File: src/rtl/assert_macros.svh
// assertion helpers shared by the rtl
`ifndef ASSERT_MACROS_SVH
`define ASSERT_MACROS_SVH

// checked only while out of reset
`define ASSERT_RUN(label, prop, msg) \
  label: assert property (@(posedge clk) disable iff (rst) prop) else $error(msg);

// checked at every edge
`define ASSERT_ALL(label, prop, msg) \
  label: assert property (@(posedge clk) prop) else $error(msg);

`endif

File: src/rtl/fpst_pkg.sv
`default_nettype none
package fpst_pkg;

  localparam int SIZE_DEF = 1024;
  // wide enough for a node number at the largest supported size
  localparam int POS_W    = 17;
  localparam int QDEPTH   = 4;

  localparam logic [1:0] CMD_ADD    = 2'd0;
  localparam logic [1:0] CMD_PREFIX = 2'd1;
  localparam logic [1:0] CMD_RANGE  = 2'd2;

  typedef enum logic [1:0] {
    OP_ADD,
    OP_PREFIX,
    OP_RANGE
  } op_t;

  typedef enum logic [1:0] {
    ST_CLEAR,
    ST_IDLE,
    ST_WALK,
    ST_OUT
  } state_t;

  typedef struct packed {
    op_t               op;
    logic [POS_W-1:0]  hi_k;
    logic [POS_W-1:0]  lo_k;
    logic signed [31:0] delta;
  } job_t;

  typedef struct packed {
    logic clearing;
    logic busy;
  } back_stat_t;

endpackage
`default_nettype wire

File: src/rtl/fpst_front.sv
`default_nettype none
module fpst_front #(
  parameter int SIZE = fpst_pkg::SIZE_DEF
) (
  input  wire logic                s_axis_tvalid,
  output logic                     s_axis_tready,
  input  wire logic [55:0]         s_axis_tdata,
  input  wire logic [1:0]          s_axis_tuser,
  input  wire fpst_pkg::back_stat_t stat,
  input  wire logic                q_ready,
  output logic                     q_push,
  output fpst_pkg::job_t           q_job
);

  logic [31:0] idx32;
  logic [31:0] lo32;
  logic        hi_in;
  logic        lo_in;
  logic [31:0] hi_pos;
  logic [31:0] lo_pos;
  logic        keep;

  assign idx32 = {22'd0, s_axis_tdata[9:0]};
  assign lo32  = {22'd0, s_axis_tdata[19:10]};
  assign hi_in = idx32 < 32'(SIZE);
  assign lo_in = lo32 < 32'(SIZE);

  // query ends saturate at the last position
  assign hi_pos = hi_in ? idx32 : 32'(SIZE - 1);
  assign lo_pos = lo_in ? lo32 : 32'(SIZE - 1);

  always_comb begin
    keep        = 1'b0;
    q_job.op    = fpst_pkg::OP_PREFIX;
    q_job.hi_k  = fpst_pkg::POS_W'(hi_pos + 32'd1);
    q_job.lo_k  = fpst_pkg::POS_W'(lo_pos);
    q_job.delta = s_axis_tdata[51:20];
    case (s_axis_tuser)
      fpst_pkg::CMD_ADD: begin
        keep     = hi_in;
        q_job.op = fpst_pkg::OP_ADD;
      end
      fpst_pkg::CMD_PREFIX: begin
        keep     = 1'b1;
        q_job.op = fpst_pkg::OP_PREFIX;
      end
      fpst_pkg::CMD_RANGE: begin
        keep     = 1'b1;
        q_job.op = fpst_pkg::OP_RANGE;
      end
      default: begin
        keep     = 1'b0;
        q_job.op = fpst_pkg::OP_PREFIX;
      end
    endcase
  end

  // dropped beats are still taken, they just never reach the queue
  assign s_axis_tready = q_ready & ~stat.clearing;
  assign q_push        = s_axis_tvalid & s_axis_tready & keep;

endmodule
`default_nettype wire

File: config.mk
export PLATFORM = sky130hd
export DESIGN_NAME = fpst_front
export DESIGN_NICKNAME = d
export VERILOG_FILES = /design/src/rtl/assert_macros.svh /design/src/rtl/fpst_pkg.sv /design/src/rtl/fpst_front.sv
export SDC_FILE = /design/constraint.sdc
export NUM_CORES = 1
export LEC_CHECK = 0
export ABC_CLOCK_PERIOD_IN_PS = 830
export CAP_MARGIN = 5
export CORE_AREA = 4 4 48 50
export DETAILED_ROUTE_END_ITERATION = 7
export DIE_AREA = 0 0 52 54
export DONT_BUFFER_PORTS = 1
export PLACE_DENSITY_LB_ADDON = 0.08
export SYNTH_ARGS = -nofsm -noshare
export SYNTH_HDL_FRONTEND = slang
export SYNTH_SLANG_ARGS = --single-unit
File: constraint.sdc
create_clock -name vclk -period 0.83
set_input_delay 0.0415 -clock vclk [all_inputs]
set_output_delay 0.0415 -clock vclk [all_outputs]
set_load 0.05 [all_outputs]
After elaboration in Yosys (flattened, before gate mapping):

Index checks and enable logic that the tools add are counted.

* add/subtract/negate cells: 1
* magnitude comparators: 2
* eq/ne operators: 2
* multiplexer cells: 4
* bitwise operators: 4
* reduce and logical (&&, ||, !) cells: 2

Operators by type and width (number)
* 10-bit by 11-bit less-than comparator with 1-bit output (second input constant): 2
* 10-bit 2-to-1 mux: 2
* 10-bit by 1-bit adder with 11-bit output (second input constant): 1
* 2-bit case mux with 2 select lines: 1
* 1-bit bitwise AND: 3
* 2-bit by 1-bit equality test with 1-bit output (second input constant): 1
* 2-bit equality test (second input constant): 1
* 2-bit logical NOT: 1
* 1-bit case mux with 2 select lines: 1
* 2-bit OR reduction: 1
* 1-bit NOT: 1

* bits in registers: 0
* bits of input ports: 62
* logic and storage cells: 15

Depth between registers and ports, before layout:

* depth after elaboration: 4
* mapped depth: 4
* mapped depth without buffers: 4

Worst setup path after synthesis:

Ideal clock, no wire load.

* kind: input to output
* start point: in s_axis_tdata[0]
* end point: out q_job[59] (netlist name)
* data arrival time: 1.605 ns
* setup slack: -0.817 ns
* cell stages on the path: 3
* buffers on the path: 0
* path through: ha_1 > and4_1 > nor3b_1

RTL lines
* start: declaration: RTL line fpst_front.sv:7 `input wire logic [55:0] s_axis_tdata,`
* end: declaration: RTL line fpst_front.sv:12 `output fpst_pkg::job_t q_job`

==> results list <==
- Part of the total power dissipated in the clock network: 0%
- Number of warnings printed during yosys synthesis: 0
* Placeable core region: between 0.0015 and 0.002 mm^2
- After synthesis, the largest family of logic cells by area is buffers and inverters.
- Summing over every cut layer, the via total after detailed routing is 344.
- The floorplan step set the die width to about 52 um.
- Global routing usage summed across all routing layers: 7.18%
- The net count of the finished layout is 122.
* Hold_buf cts: 0
- Minimum clock period after layout: approximately 1 ns
- Hold Violations, Final: 0
- Ratio of routed vias to standard cells: 4.10
- Cell internal power was estimated by the tool at about 0.00016 W.
* Final period util: 118%
- Layout overhead on the synthesized area: 3.85%
- Final Wtd Congestion: 0.596
- The first global-routing pass estimated about 1.6 mm of wire.
* Run status: complete, but fails checks
* CLK BUF: 0
- Via count of the first global-routing pass: 319
- Initial standard-cell utilization of the core: between 30% and 40%
- Entering global routing, the biggest net connects 6 pins.
- Peak ir drop on the vdd network: between 300 and 400 uV
* Number of maximum-capacitance violations: 0
- The post-route netlist has a little under three fifths of its cells at a drive strength greater than 1.
- Chip Height: ~54 um
- Setup repair after global routing could not meet its margin everywhere.
* Synth top area share: between 60 and 70%
- In this run the power spent charging and discharging nets is 0.000341 W.
- The routed design has roughly 1.2 mm of wire.
- # IOs: 132
- DR iter-0 viols: 4
* Final count of negative-setup-slack endpoints: 3
- The floorplan step defined a die boundary enclosing between 0.002 and 0.003 mm^2.
- Critical path arrival: 0.94 ns
- Global-route congestion overflow total: 0
* Pwr per Cell Area: between 700 and 800 mW/mm^2
* Flop pwr share: 0%
* Worst Hold Depth: 0
* Hold worst-path end: q_job[15]
* Pins over their slew limit: 0
- Summing the areas of all xor and xnor instances in the mapped netlist gives between 10% and 20% of the synthesized area.
- Summed over all instances, the cell type with the most area after synthesis is sky130_fd_sc_hd__buf_4.
- The HPWL after detailed placement is ~1.1 mm.
- Number of instances in the placed design: between 80 and 90
- Cell types with the highest counts after synthesis: 55 x sky130_fd_sc_hd__buf_4, 5 x sky130_fd_sc_hd__xnor2_1, 4 x sky130_fd_sc_hd__nand2_1
- Row generation in the floorplan step produced 16 rows.
* Drt first pass iters: 4
* Simple logic cell fraction of the synthesized area: between 15 and 20%
- The repair_antennas step left the layout with diodes totalling 0.
- After detailed routing, the average wire length per cell comes to between 10 and 15 um.
* Cells after Synth: 85
- Register cell area after layout: 0 um^2
- Post-route setup slack: -0.148 ns
- Net switching share of the total power: around 68%
- The average instance in the mapped netlist occupies between 7 and 8 um^2.
- Antenna Nets Post-Route: 0
- Number of antenna violations at the first check in global routing: 0
* Total power consumption of the routed design: about 0.00050 W
- Worst hold path type: input pin to output pin
- Final TNS setup: -0.285 ns
- The final reports fail on negative setup slack.
- Combinational logic is responsible for 100.0% of the overall power.
- Max Fanout on Critical Path: 3
* Post-synthesis mux area share: 0%
- Share of the synthesized area in compound gates (AO/OA/AOI/OAI): 0%
- STA classifies the critical path startpoint as an input pin.
- In this run the cell area of the synthesized design comes to 617 um^2.
- STA classifies the critical path endpoint as an output pin.
- Sequential cell count of the final layout: 0
* Total leakage power: roughly 0.30 nW
- The finished layout holds 84 standard cells, fillers aside.
- Sequential-to-total area share from yosys stat: 0%
* WS Path Type: input pin to output pin
- Crit path launch: s_axis_tdata[1]
- Worst min-delay path startpoint: s_axis_tdata[35]
* Adder-cell area share of the yosys netlist: under 10%
- # port buffers: 0
- By area the synthesized netlist is led by sky130_fd_sc_hd__buf_4 67%, sky130_fd_sc_hd__xnor2_1 7.1%, sky130_fd_sc_hd__xor2_1 4.3%, sky130_fd_sc_hd__nor3_2 3.2%, sky130_fd_sc_hd__nand2_1 2.4%.
- Max Clk Rate: roughly 1000 MHz
* Unique masters post-synth: 17
* CP required: 0.79 ns
- In the routed design, unresolved DRC markers number 0.
- By instance count, the leading cell after synthesis is sky130_fd_sc_hd__buf_4.
-- stage by stage --
step | hold WS [ns] | util [%] | area, um^2 | setup WS [ns]
after floorplan | 0.142 | - | 802 | -0.211
after global placement | 0.0833 | 32.6 | 619 | -0.173
after detailed placement | 0.0833 | 32.6 | 619 | -0.207
after CTS | 0.0833 | 33.4 | 634 | -0.162
after global routing | 0.0831 | 33.7 | 641 | -0.203
final | 0.0830 | 33.7 | 641 | -0.148
-- kinds of logic (layout without fill, tap and decap cells) --
logic type / count (synthesis) / in the layout
xor+xnor: 8 / 8
fa+ha+maj: 1 / 1
buf+inv: 58 / 18
other cells: 1 / 13
simple gates: 17 / 17
-- worst max-delay path: stages --
cell	delay [ns]
sky130_fd_sc_hd__ha_4	0.11
sky130_fd_sc_hd__and4_4	0.20
sky130_fd_sc_hd__nand4_1	0.19
sky130_fd_sc_hd__xnor2_4	0.24
sky130_fd_sc_hd__buf_12	0.15
-- cell type report --
type / count / area (um^2)
multi-input combinational: 39 / 392
tap: 27 / 33.8
fill: 200 / 1260
timing repair buffer: 16 / 208
inverter: 2 / 7.51
-- what timing repair did --
| item | CTS | global route |
|---|---|---|
| gates resized for setup | 1 | 1 |
| setup endpoints to repair | 3 | 4 |
| pin swaps | 6 | 5 |
| setup buffers | 1 | 0 |
-- cell usage in the layout (no fill, tap or decap), drive strengths merged --
cell	n
nor3b	1
nor2	1
xor2	3
buf	16
nand2	4
xnor2	5
nor3	2
and3	1
and4	1
ha	1
conb	13
nand4	2
inv	2
nand3	3
nor2b	2
-- power groups by stage --
stage / Sequential, W / Combinational [W] / Clock (W)
finish: 0 / 0.000502 / 0
global route: 0 / 0.000519 / 0
CTS: 0 / 0.000501 / 0
detailed placement: 0 / 0.000499 / 0
global placement: 0 / 0.000498 / 0
floorplan: 0 / 0.000980 / 0
-- worst max path at each step --
| stage | to | slack (ns) | depth (start not counted) |
|---|---|---|---|
| after floorplan | q_job[57] | -0.21 | 4 |
| after global placement | q_job[57] | -0.17 | 5 |
| after detailed placement | q_job[57] | -0.21 | 5 |
| after CTS | q_job[57] | -0.16 | 5 |
| after global routing | q_job[57] | -0.20 | 5 |
| final | q_job[57] | -0.15 | 5 |
-- layer usage --
metal | vias to the layer above | GRT usage, % | wire, um
li1 | 139 | - | -
met1 | 156 | 6.54 | 294
met2 | 37 | 12.3 | 599
met3 | 12 | 4.43 | 280
met4 | 0 | 3.93 | 51
met5 | - | 0 | 0
Power figures use the tool's default switching activity.
