`config.mk`:
```
export PLATFORM = sky130hd
export DESIGN_NAME = fpst_fifo
export DESIGN_NICKNAME = d
export VERILOG_FILES = /design/src/rtl/assert_macros.svh /design/src/rtl/fpst_pkg.sv /design/src/rtl/fpst_fifo.sv
export SDC_FILE = /design/constraint.sdc
export NUM_CORES = 1
export LEC_CHECK = 0
export BUFFER_PORTS_ARGS = -buffer_cell sky130_fd_sc_hd__buf_2
export CAP_MARGIN = 20
export CORE_ASPECT_RATIO = 0.6
export CORE_UTILIZATION = 25
export CTS_CLUSTER_DIAMETER = 60
export DETAILED_ROUTE_END_ITERATION = 8
export GPL_ROUTABILITY_DRIVEN = 1
export RECOVER_POWER = 100
export SLEW_MARGIN = 5
export SYNTH_ARGS = -nofsm -noshare
export SYNTH_HDL_FRONTEND = slang
export SYNTH_SLANG_ARGS = --single-unit
```
`constraint.sdc`:
```
create_clock -name clk -period 2.3 [get_ports clk]
set_input_delay 0.23 -clock clk [delete_from_list [all_inputs] [get_ports clk]]
set_output_delay 0.23 -clock clk [all_outputs]
set_load 0.01 [all_outputs]
```
`src/rtl/assert_macros.svh`:
```
// assertion helpers shared by the rtl
`ifndef ASSERT_MACROS_SVH
`define ASSERT_MACROS_SVH

// checked only while out of reset
`define ASSERT_RUN(label, prop, msg) \
  label: assert property (@(posedge clk) disable iff (rst) prop) else $error(msg);

// checked at every edge
`define ASSERT_ALL(label, prop, msg) \
  label: assert property (@(posedge clk) prop) else $error(msg);

`endif

```
`src/rtl/fpst_pkg.sv`:
```
`default_nettype none
package fpst_pkg;

  localparam int SIZE_DEF = 1024;
  // wide enough for a node number at the largest supported size
  localparam int POS_W    = 17;
  localparam int QDEPTH   = 4;

  localparam logic [1:0] CMD_ADD    = 2'd0;
  localparam logic [1:0] CMD_PREFIX = 2'd1;
  localparam logic [1:0] CMD_RANGE  = 2'd2;

  typedef enum logic [1:0] {
    OP_ADD,
    OP_PREFIX,
    OP_RANGE
  } op_t;

  typedef enum logic [1:0] {
    ST_CLEAR,
    ST_IDLE,
    ST_WALK,
    ST_OUT
  } state_t;

  typedef struct packed {
    op_t               op;
    logic [POS_W-1:0]  hi_k;
    logic [POS_W-1:0]  lo_k;
    logic signed [31:0] delta;
  } job_t;

  typedef struct packed {
    logic clearing;
    logic busy;
  } back_stat_t;

endpackage
`default_nettype wire

```
`src/rtl/fpst_fifo.sv`:
```
`default_nettype none
module fpst_fifo #(
  parameter int DEPTH = fpst_pkg::QDEPTH
) (
  input  wire logic           clk,
  input  wire logic           rst,
  input  wire logic           push,
  input  wire fpst_pkg::job_t push_job,
  output logic                in_ready,
  input  wire logic           pop,
  output fpst_pkg::job_t      pop_job,
  output logic                out_valid
);

  localparam int PW = $clog2(DEPTH);
  localparam int CW = $clog2(DEPTH + 1);

  fpst_pkg::job_t slots [DEPTH];
  logic [PW-1:0]  wr_ptr;
  logic [PW-1:0]  rd_ptr;
  logic [CW-1:0]  count;
  logic           do_push;
  logic           do_pop;

  assign in_ready  = count != CW'(DEPTH);
  assign out_valid = count != '0;
  assign do_push   = push & in_ready;
  assign do_pop    = pop & out_valid;
  assign pop_job   = slots[rd_ptr];

  always_ff @(posedge clk) begin
    if (rst) begin
      wr_ptr <= '0;
      rd_ptr <= '0;
      count  <= '0;
    end else begin
      if (do_push) begin
        wr_ptr <= (wr_ptr == PW'(DEPTH - 1)) ? '0 : wr_ptr + PW'(1);
      end
      if (do_pop) begin
        rd_ptr <= (rd_ptr == PW'(DEPTH - 1)) ? '0 : rd_ptr + PW'(1);
      end
      if (do_push && !do_pop) begin
        count <= count + CW'(1);
      end else if (do_pop && !do_push) begin
        count <= count - CW'(1);
      end
    end
  end

  always_ff @(posedge clk) begin
    if (do_push) begin
      slots[wr_ptr] <= push_job;
    end
  end

endmodule
`default_nettype wire

```
Word level (Yosys, flattened, before mapping)
Memories as Yosys holds them, arrays and structs flattened. A register that Yosys moved wholly into a read port is not among the register bits. Index checks and enable logic that the tools add are counted.

Flip-flop bits (word level): 7. Memory bits (writable): 272. Input port bits: 72. Word-level logic and storage cells: 27. Memories kept: 1.

$add $sub $neg: 4. Equal/unequal tests: 3. Muxes and demuxes: 8. Bitwise logic cells: 2. Reductions and logical operators: 6.

Memories: slots (words 4, bits a word 68, rd ports 1, clocked after Yosys merged registers in 1, write ports 1, RTL line fpst_fifo.sv:18) `fpst_pkg::job_t slots [DEPTH];`.

Operators with widths (number): $mux W2 (4); $mux W3 (2); $add A2 B1 Y2 const B (2); $eq A2 B2 Y1 const B (2); $add A3 B1 Y3 const B (1); $ne A3 B3 Y1 const B (1); $reduce_bool A3 Y1 (1); $sub A3 B1 Y3 const B (1); $and A1 B1 Y1 (2); $logic_and A1 B1 Y1 (2); $logic_not A1 Y1 (2); $mux W1 (2); $reduce_bool A2 Y1 (1).

Depth between registers and ports, before layout
Depth after elaboration: 6. Depth in mapped cells: 9. Depth with buffers taken out: 8.

Worst setup path before layout
No wires, ideal clock.

Path type: flip-flop to flip-flop. Start point: register count[0]. End point: register count[2]. Library setup time: 70 ps. Arrival: 2119 ps. Data required time: 2230 ps. Slack: 111 ps. Stages on the path, launching flop included: 8. Clock period less this slack: 2189 ps. Cells stage by stage: dfxtp_1 -> o31ai_1 -> ha_1 -> inv_1 -> fa_1 -> xor2_1 -> or3_2 -> a21oi_1.

Longest elaborated chain between the ends: 5. Elaborated cells on any way between the ends: 13.

RTL lines: start, declared (RTL line fpst_fifo.sv:21) `logic [CW-1:0] count;`; start signal, assigned (RTL line fpst_fifo.sv:44) `count <= count + CW'(1);`; start signal, assigned (RTL line fpst_fifo.sv:46) `count <= count - CW'(1);`; branches (longest 5 deep; another with $sub A3 B1 Y3).

Several ways; the timed one is not identified. The select of a mux whose other input is x is not followed. A chain may end at the register's enable or synchronous reset.

==> key figures <==
Setup path
  – CP bufs+invs: 2
  – CP Class: reg2out
  – CP top delay family: flip-flops
  – Max stage delay on crit path: between 0.6 and 0.7 ns
  – CP Capture Type: output pin
  – Critical-path cell list: buf_12 > mux4_2 > clkbuf_2
  – Worst r2r src: count[1]
  – Critical path arrival: 1.93 ns
  – Startpoint types: flop
  – Data required, critical path: 2.07 ns
  – Slowest-stage cell, CP: dfxtp_4
  – Crit-path max FO: 25

Yosys
  – Yosys warning count: 0
  – Mapped Area: 10300 sq um
  – Share of the synthesized area in the top cell type: 0.794
  – Syn nets: 483
  – Top-count cell post-synth: edfxtp_1
  – Flops & latches, synth: 281
  – Sequential-to-total area share from yosys stat: 0.812
  – Yosys top cell by area: edfxtp_1
  – Synth Area in Simple Gates: 0.0103
  – Synth async-reset ratio: 0
  – Synth top area cells: edfxtp_1 (79%), mux4_2 (15%), dfxtp_1 (1.8%), ha_1 (0.73%), buf_2 (0.44%)
  – Synth Area in Compound Gates: 0.00341
  – Top post-synthesis cells by count: edfxtp_1 (272), mux4_2 (68), buf_2 (9), dfxtp_1 (9), ha_1 (6)
  – Main flop type after synthesis: edfxtp_1
  – Post-synth EDFFs: 272
  – Multiplexer area fraction after synthesis: 0.152
  – Post-Synth XOR/XNOR Area: 0.00170
  – Syn_area_per_cell: approximately 25 sq um
  – Adder-Cell Fraction of Synth Area: 0.00925
  – Cells after synthesis: approximately 400
  – Largest family of logic cells by synthesized area: multiplexers
  – Cell variety after synth: 25

Global routing
  – Total grt overflow: 0
  – Largest net degree at the start of global routing: between 40 and 50
  – First-pass GRT wire length: 32.0 mm
  – Initial antenna violation count: 0
  – Vias in the first global route: between 5k and 6k
  – GRT Overall Usage: 0.101

Die
  – Die X: roughly 260 um
  – FP Rows: 57
  – Die area: 42000 sq um
  – Starting Density: 0.254
  – Die height: 159 um
  – I/O pins: roughly 140
  – Core Area: 40500 sq um

Routing
  – ANT nets after route: 0
  – DRC viols: 0
  – DR vias/cell: 4.10
  – Initial DRT Pass Iterations: 4
  – WL per Instance: 17.8 um
  – 1st-iter DRT viols: between 200 and 250
  – Final WL: about 21 mm
  – Routed vias: 4890

Final layout
  – Fill cell count: 3885
  – Layout cells sized above 1: 0.239
  – Synthesis-to-layout area growth: 27.7%
  – Final nets: 721
  – N_diodes: 0
  – Fin area: 13100 sq um

Place
  – DP Wirelength: between 10 and 15 mm
  – Placer congestion estimate: 0.702
  – DP Area: 11800 sq um
  – I/O Buffers: 141

STA
  – Shortest period the worst path allows: 2.16 ns
  – Worst relative slew slack: 0.422
  – Hold Fails Final Rpt: 0
  – RSZ-0062 raised after global routing: no
  – Final worst path period share: 0.939
  – Max Slew Vio Count: 0
  – Max Freq: 463 MHz
  – # setup viols final: 0
  – Setup TNS: 0 ns
  – Clk_skew: 0.0122 ns
  – Slew @ Worst Pin: approximately 0.87 ns

Clock tree
  – Num CTS Buffers: 27
  – CTS tree: yes
  – Setup Fix Bufs, Post-CTS: 0
  – Clock transition at path regs: 0.06 ns
  – Root buffer cell: clkbuf_16
  – Clock buffer depth: 3
  – Clk sink count: 281
  – Worst skew pair latency: 0.53 ns
  – H-tree depth: 1

Power
  – PD cells: 1020 nW/um^2
  – Lkg Pwr: 4.13 nW
  – Peak VDD IR: 0.422 mV

Hold path
  – HP Class: in2reg
  – HP Start: pop

Outcome
  – Outcome: complete, no violations

Job
  – Max-cap check violation count: 0
per-layer routing:
| metal | global-route usage | wire length (um) | vias up |
|---|---|---|---|
| met5 | 0 | 0 | - |
| met4 | 0.0259 | 440 | 0 |
| met3 | 0.0243 | 924 | 25 |
| met2 | 0.168 | 10400 | 93 |
| met1 | 0.132 | 9420 | 2564 |
| li1 | - | - | 2208 |
where the power goes:
group / leakage, nW / internal, mW / switching, mW
Sequential: 2.57 / 6.22 / 0.184
Combinational: 1.16 / 1.26 / 1.48
Clock: 0.403 / 2.38 / 1.82
tightest hold or removal path: cells and delay by family:
family,cells,cell delay (ns)
compound gates,2,0.14
simple gates,1,0.07
buf+inv,2,0.22
layout make-up:
class                           count  area [sq um]  area share
Sequential cell                   281          8360       0.636
Multi-Input combinational cell    102          1810       0.138
Timing Repair Buffer              227          1460       0.111
Clock buffer                       35           706      0.0537
Tap cell                          531           664      0.0506
Clock inverter                     13           120     0.00915
Inverter                            3          11.3    0.000857
state kept, by name, summed over array words and instances, names as in the netlist, named ones only:
signal  count
count       3
rd_ptr      2
slots     272
wr_ptr      2
final timing paths:
path	to	depth (start not counted)	slack, ns
max reg2reg	count[2]	7	0.17
min	flop	5	0.17
min reg2reg	flop	2	0.50
max	pop_job[43]	3	0.14
stage by stage:
stage	worst slack, ns	total power [mW]	cells	hold slack, ns	utilization
4_1_cts	0.0262	13.8	1192	0.140	0.330
3_3_place_gp	0.164	9.26	1073	0.446	0.291
2_1_floorplan	0.111	8.16	404	0.329	-
5_1_grt	0.0187	14.0	1192	0.180	0.324
3_5_place_dp	0.0436	9.32	1073	0.448	0.291
6_report	0.140	13.3	1192	0.167	0.324
cell families (layout without fill, tap and decap cells):
family                     after synthesis  in the layout
DFF                                    281            281
muxes                                   71             71
buffers and inverters                   21            278
and+or+nand+nor                         17             17
adders and majority gates                7              7
AOI/OAI and AO/OA                        5              5
xor gates and xnor gates                 2              2
cells in the final DEF (no fill, tap or decap), drive strengths merged:
cell type,n
fa,1
o21ai,1
mux4,68
xor2,2
or3b,1
buf,15
edfxtp,272
mux2i,3
or3,3
dfxtp,9
bufinv,2
nand3,1
dlygate4sd3,70
ha,6
clkbuf,177
nand2b,2
and3,4
nor2,3
o31ai,2
nor3,1
a21oi,2
clkinv,10
and2,1
nand2,1
inv,4
timing repair:
| item | in CTS | in global routing |
|---|---|---|
| resized for setup | 2 | 3 |
| hold endpoints to repair | 280 | 0 |
| hold buffers | 70 | 0 |
| gates cloned | 1 | 0 |
| setup endpoints to repair | 22 | 1 |
Power figures use the tool's default switching activity.
